==> src/hdl/abst_pkg.sv <==
// Package for the array binary search tree: sizes, command and status codes.
// No dependencies.
package abst_pkg;
    localparam int unsigned SLOTS_DEF    = 256;
    localparam int unsigned KEY_BITS_DEF = 32;

    localparam logic [1:0] CMD_INSERT = 2'd0;
    localparam logic [1:0] CMD_FIND   = 2'd1;
    localparam logic [1:0] CMD_REMOVE = 2'd2;

    localparam logic [1:0] ST_DONE    = 2'd0;
    localparam logic [1:0] ST_MISSING = 2'd1;
    localparam logic [1:0] ST_FULL    = 2'd2;
    localparam logic [1:0] ST_PRESENT = 2'd3;

    // Which store a datapath access addresses.
    localparam logic [1:0] SEL_CUR    = 2'd0;
    localparam logic [1:0] SEL_SUCC   = 2'd1;
    localparam logic [1:0] SEL_PARENT = 2'd2;

    // Commands from controller to datapath.
    typedef struct packed {
        logic       clear;      // empty the tree
        logic       load;       // latch request, start at root
        logic       rd;         // read node at r_cur
        logic       step;       // compare and descend using read data
        logic       alloc;      // take a slot
        logic       write_new;  // write the new node, link it under parent
        logic       succ_init;  // successor walk starts at right child
        logic       succ_rd;    // read node at successor pointer
        logic       succ_step;  // descend left
        logic       copy_key;   // copy successor key into found node
        logic       splice_s;   // splice out successor
        logic       splice_c;   // splice out found node
        logic       fl_rd;      // read the free stack top
        logic       finish;     // produce the response
        logic [1:0] st;
    } t_cmd;

    // Status from datapath to controller.
    typedef struct packed {
        logic       full;       // node count >= capacity
        logic       at_end;     // current pointer is no node or step bound
        logic       hit;        // current node key equals request key
        logic       two_kids;   // found node has both children
        logic       succ_end;   // successor has no left child
        logic       no_slot;    // no free slot
        logic       use_stack;  // slot will come from the free stack
        logic [1:0] cmd;
    } t_sts;
endpackage

==> src/hdl/abst_ctrl.sv <==
// Controller state machine sequencing walk, insert and remove.
// Depends on abst_pkg.
module abst_ctrl (
    input  logic           i_clk,
    input  logic           i_rst_n,
    input  logic           i_cfg_we,
    input  logic           i_in_valid,
    output logic           o_in_ready,
    output logic           o_out_valid,
    input  logic           i_out_ready,
    input  abst_pkg::t_sts i_sts,
    output abst_pkg::t_cmd o_cmd
);
    import abst_pkg::*;

    localparam logic [3:0] S_IDLE  = 4'd0;
    localparam logic [3:0] S_RD    = 4'd1;
    localparam logic [3:0] S_CMP   = 4'd2;
    localparam logic [3:0] S_ALLOC = 4'd3;
    localparam logic [3:0] S_WNEW  = 4'd4;
    localparam logic [3:0] S_LINK  = 4'd5;
    localparam logic [3:0] S_SRD   = 4'd6;
    localparam logic [3:0] S_SCMP  = 4'd7;
    localparam logic [3:0] S_RESP  = 4'd8;
    localparam logic [3:0] S_FLRD  = 4'd9;
    localparam logic [3:0] S_SINIT = 4'd10;

    logic [3:0] r_state, n_state;
    logic       r_out_valid, n_out_valid;
    logic [1:0] r_st, n_st;

    assign o_in_ready  = (r_state == S_IDLE) && (!r_out_valid || i_out_ready);
    assign o_out_valid = r_out_valid;

    always_comb begin
        n_state = r_state; n_out_valid = r_out_valid; n_st = r_st;
        o_cmd = '0;
        o_cmd.st = r_st;
        if (r_out_valid && i_out_ready) n_out_valid = 1'b0;
        unique case (r_state)
            S_IDLE: begin
                if (i_in_valid && o_in_ready) begin
                    o_cmd.load = 1'b1;
                    n_state = S_RD;
                end
            end
            S_RD: begin
                o_cmd.rd = 1'b1;
                if (i_sts.cmd == CMD_INSERT && i_sts.full) begin
                    n_st = ST_FULL; n_state = S_RESP;
                end else if (i_sts.cmd != CMD_INSERT && i_sts.cmd != CMD_FIND
                             && i_sts.cmd != CMD_REMOVE) begin
                    n_st = ST_MISSING; n_state = S_RESP;
                end else if (i_sts.at_end) begin
                    if (i_sts.cmd == CMD_INSERT) begin
                        n_state = S_FLRD;
                    end else begin
                        n_st = ST_MISSING; n_state = S_RESP;
                    end
                end else begin
                    n_state = S_CMP;
                end
            end
            S_CMP: begin
                if (i_sts.hit) begin
                    unique case (i_sts.cmd)
                        CMD_INSERT: begin n_st = ST_PRESENT; n_state = S_RESP; end
                        CMD_FIND:   begin n_st = ST_DONE; n_state = S_RESP; end
                        default: begin
                            n_st = ST_DONE;
                            if (i_sts.two_kids) begin
                                o_cmd.succ_init = 1'b1; n_state = S_SINIT;
                            end else begin
                                o_cmd.splice_c = 1'b1; n_state = S_RESP;
                            end
                        end
                    endcase
                end else begin
                    o_cmd.step = 1'b1; n_state = S_RD;
                end
            end
            S_FLRD: begin
                if (i_sts.no_slot) begin
                    n_st = ST_FULL; n_state = S_RESP;
                end else begin
                    n_state = S_ALLOC;
                end
            end
            S_ALLOC: begin o_cmd.alloc = 1'b1; n_state = S_WNEW; end
            S_WNEW:  begin o_cmd.write_new = 1'b1; n_st = ST_DONE; n_state = S_LINK; end
            S_LINK:  n_state = S_RESP;
            S_SINIT: n_state = S_SRD;
            S_SRD:   begin o_cmd.succ_rd = 1'b1; n_state = S_SCMP; end
            S_SCMP: begin
                if (i_sts.succ_end) begin
                    o_cmd.copy_key = 1'b1; o_cmd.splice_s = 1'b1; n_state = S_RESP;
                end else begin
                    o_cmd.succ_step = 1'b1; n_state = S_SRD;
                end
            end
            S_RESP: begin
                o_cmd.finish = 1'b1; o_cmd.st = r_st;
                n_out_valid = 1'b1; n_state = S_IDLE;
            end
            default: n_state = S_IDLE;
        endcase
    end

    always_ff @(posedge i_clk) begin
        if (!i_rst_n || i_cfg_we) begin
            r_state <= S_IDLE; r_out_valid <= 1'b0; r_st <= ST_DONE;
        end else begin
            r_state <= n_state; r_out_valid <= n_out_valid; r_st <= n_st;
        end
    end
endmodule

==> config.mk <==
export PLATFORM = sky130hd
export DESIGN_NAME = abst_ctrl
export DESIGN_NICKNAME = d
export VERILOG_FILES = /design/src/hdl/abst_pkg.sv /design/src/hdl/abst_ctrl.sv
export SDC_FILE = /design/constraint.sdc
export NUM_CORES = 1
export LEC_CHECK = 0
export ABC_AREA = 1
export BUFFER_PORTS_ARGS = -buffer_cell sky130_fd_sc_hd__clkbuf_2
export CAP_MARGIN = 15
export CORE_UTILIZATION = 40
export DETAILED_ROUTE_END_ITERATION = 10
export GPL_TIMING_DRIVEN = 0
export PLACE_DENSITY_LB_ADDON = 0.08
export SLEW_MARGIN = 20
export SYNTH_ARGS = -nofsm -noshare
export SYNTH_HDL_FRONTEND = slang
export SYNTH_SLANG_ARGS = --single-unit
==> constraint.sdc <==
create_clock -name i_clk -period 1.3 [get_ports i_clk]
set_input_delay 0.065 -clock i_clk [delete_from_list [all_inputs] [get_ports i_clk]]
set_output_delay 0.065 -clock i_clk [all_outputs]
set_load 0.005 [all_outputs]
==> qor.txt <==
outcome - complete, but fails checks
failing checks - negative setup slack
register area - 153 um2
crit start category - register
clk slew on worst S/H paths - 0.06 ns
Leakage - 0.587 nW
total congestion overflow - 0
I/O Pins - 32
core area - 1510 um2
gpl congestion - 0.833
Worst EP arrival - 1.26 ns
Non-Filler Instances - 173
Worst R2R Start - r_state[1]$_SDFFE_PP0P_
initial antenna violation count - 0
filler cell count - 154
DIE AREA - 1760 um2
Slowest cell on crit path - dfxtp_4
total track usage - 0.182
prevailing post-synth register cell - dfxtp_1
Synth warnings - 0
port bufs - 28
RSZ-0062 raised after global routing - yes
Routed WL - 1590 um
per-cell routed wire length - 9.18 um
dpl ws - -0.0580 ns
Power Density - 570 nW/um2
number of max-cap violations - 0
initial core utilization - 0.424
top-count cell post-synth - nand2_1
Yosys top cell area share - 0.219
cell count after synthesis - 118
CP Class - reg -> out
layout cell share with drive strength beyond 1 - 0.490
setup slack, reg-to-reg - -0.02 ns
CP peak stage delay - 0.36 ns
dpl cells - 163
Die Ht - 42.0 um
clk buf depth - 2
area growth from synthesis to final layout - 51.5%
r2r endpoint - r_st[1]$_SDFFE_PP0P_
setup violators final - 4
Hold WS - 0.0796 ns
maximum vdd drop - 0.572 mV
crit-path most repeated cell - buf_4
drt first pass iters - 4
Final Skew - 0.00711 ns
Clock Latency Late Sink - 0.25 ns
Hold Path Class - in -> reg
synth cell count leaders - nand2_1 (33), inv_1 (23), nor2_1 (22)
critical path peak fanout - 4
Remaining DRCs - 0
library cells used by synthesis - 17
sequential share of the synthesized area - 0.219
TritonCTS buffer count - 3
top post-synthesis cells by area - dfxtp_1 (22%), nand2_1 (19%), inv_1 (14%), nor2_1 (13%), nor2_2 (6.8%)
WP data required - 1.24 ns
footprint of the multi-input gates - 459 um2
Core Rows - 14
Reg2Reg Depth - 10
share of async-settable or async-resettable flops after synthesis - 0
#FFs+latches synth - 7
DIE WIDTH - 42.0 um
Post-synth EDFFs - 0
critical path, cell by cell - inv_4 > nand2_1 > nor2_2 > buf_4 > buf_4 > clkbuf_2
DR iter-0 viols - 7
Avg Inst Size Synth - 5.42 um2
H-tree depth - 1
Vias/cell - 4.65
crit path to - o_cmd[13]
largest net degree at the start of global routing - 7
CTS tree - yes
vias in the first global route - 669
post-route antenna net violation count - 0
setup ws final - -0.0228 ns
period utilization - 1.02
max-slew violations - 0
final core occ - 0.643
routed vias - 805
endpoint class of the critical path - output port
final net count - 172
DP HPWL - 1260 um
synthesized cell area - 639 um2
Highest Clock Rate - 756 MHz
first-pass GRT wire length - 2490 um
minimum clock period - 1.32 ns
CTS root buf - clkbuf_4
n_diodes - 0
most area-hungry cell type in the Yosys netlist - dfxtp_1
Num Clock Sinks - 7
worst setup path startpoint - r_state[1]$_SDFFE_PP0P_
Fin. Hold Viols - 0
## timing repair
item	in CTS	in global routing
resized for setup	16	20
setup endpoints to repair	6	9
buffers inserted	4	2
hold buffers	0	0
pin swaps	3	6
## report_power, final
group | leakage (nW) | switching, mW | total (mW) | internal (mW)
registers | 0.0595 | 0.00695 | 0.223 | 0.216
clock network | 0.0150 | 0.0814 | 0.199 | 0.117
logic | 0.512 | 0.0719 | 0.130 | 0.0584
## critical path, delay by kind of cell (launching register included)
family | cells | cell delay [ns]
buf+inv | 4 | 0.39
flops | 1 | 0.36
simple gates | 2 | 0.24
## registers in the layout (all words and copies together) (netlist names)
signal	cells
r_st	2
r_state	4
o_out_valid	1
## how the worst min path moves through the flow
stage,to,depth (start not counted),slack [ns],start
after global placement,r_st[0]$_SDFFE_PP0P_,4,0.35,i_cfg_we
after floorplan,o_cmd[4],1,0.16,i_sts[5]
after detailed placement,r_st[0]$_SDFFE_PP0P_,4,0.35,i_cfg_we
after global routing,r_state[0]$_SDFFE_PP0P_,3,0.1,i_sts[7]
after CTS,r_state[0]$_SDFFE_PP0P_,3,0.08,i_sts[7]
final,r_st[0]$_SDFFE_PP0P_,4,0.08,i_cfg_we
## routing by layer
layer  vias up  wire [um]  GRT usage  part of all wire
li1        427          -          -                 -
met1       364        678      0.212              0.43
met2        14        854      0.328              0.54
met3         0         56     0.0647             0.035
met4         0          0     0.0194                 0
met5         -          0          0                 0
## cells in the final DEF, fill, tap and decap left out, types with 2 or more instances in the layout
cell type   n
nor2_1     16
conb_1      2
nand2_2     9
buf_4      10
dfxtp_4     3
nor2_2      7
nor3b_2     2
nand2_1    26
nand3_1     6
inv_1      19
inv_4       2
nand4_1     3
clkbuf_2   27
a21oi_1     2
nor2_4      7
inv_2       3
dfxtp_1     3
clkbuf_4    3
## per-stage QoR
| stage | cell area (um2) | TNS, ns | total power [mW] |
|---|---|---|---|
| 2_1_floorplan | 643 | 0 | 0.297 |
| 6_report | 968 | -0.0533 | 0.552 |
| 5_1_grt | 968 | -0.490 | 0.585 |
| 3_3_place_gp | 803 | -0.0245 | 0.336 |
| 3_5_place_dp | 803 | -0.0644 | 0.338 |
| 4_1_cts | 895 | -0.0178 | 0.550 |
## cell families (layout without fill, tap and decap cells)
family | after synthesis | count (layout) | share of synthesized area
and+or+nand+nor | 77 | 77 | 0.544
other | 1 | 2 | 0.00587
AOI/OAI and AO/OA | 5 | 5 | 0.0430
buffers and inverters | 28 | 66 | 0.188
DFF | 7 | 7 | 0.219
## layout make-up
cell class / count / share of cell area
multi-input cells: 84 / 0.474
repair buffers: 34 / 0.191
flip-flops and latches: 7 / 0.158
inverters: 24 / 0.0982
plain buffers: 4 / 0.0310
clock buffers: 4 / 0.0271
well taps: 16 / 0.0207
Power figures use the tool's default switching activity.
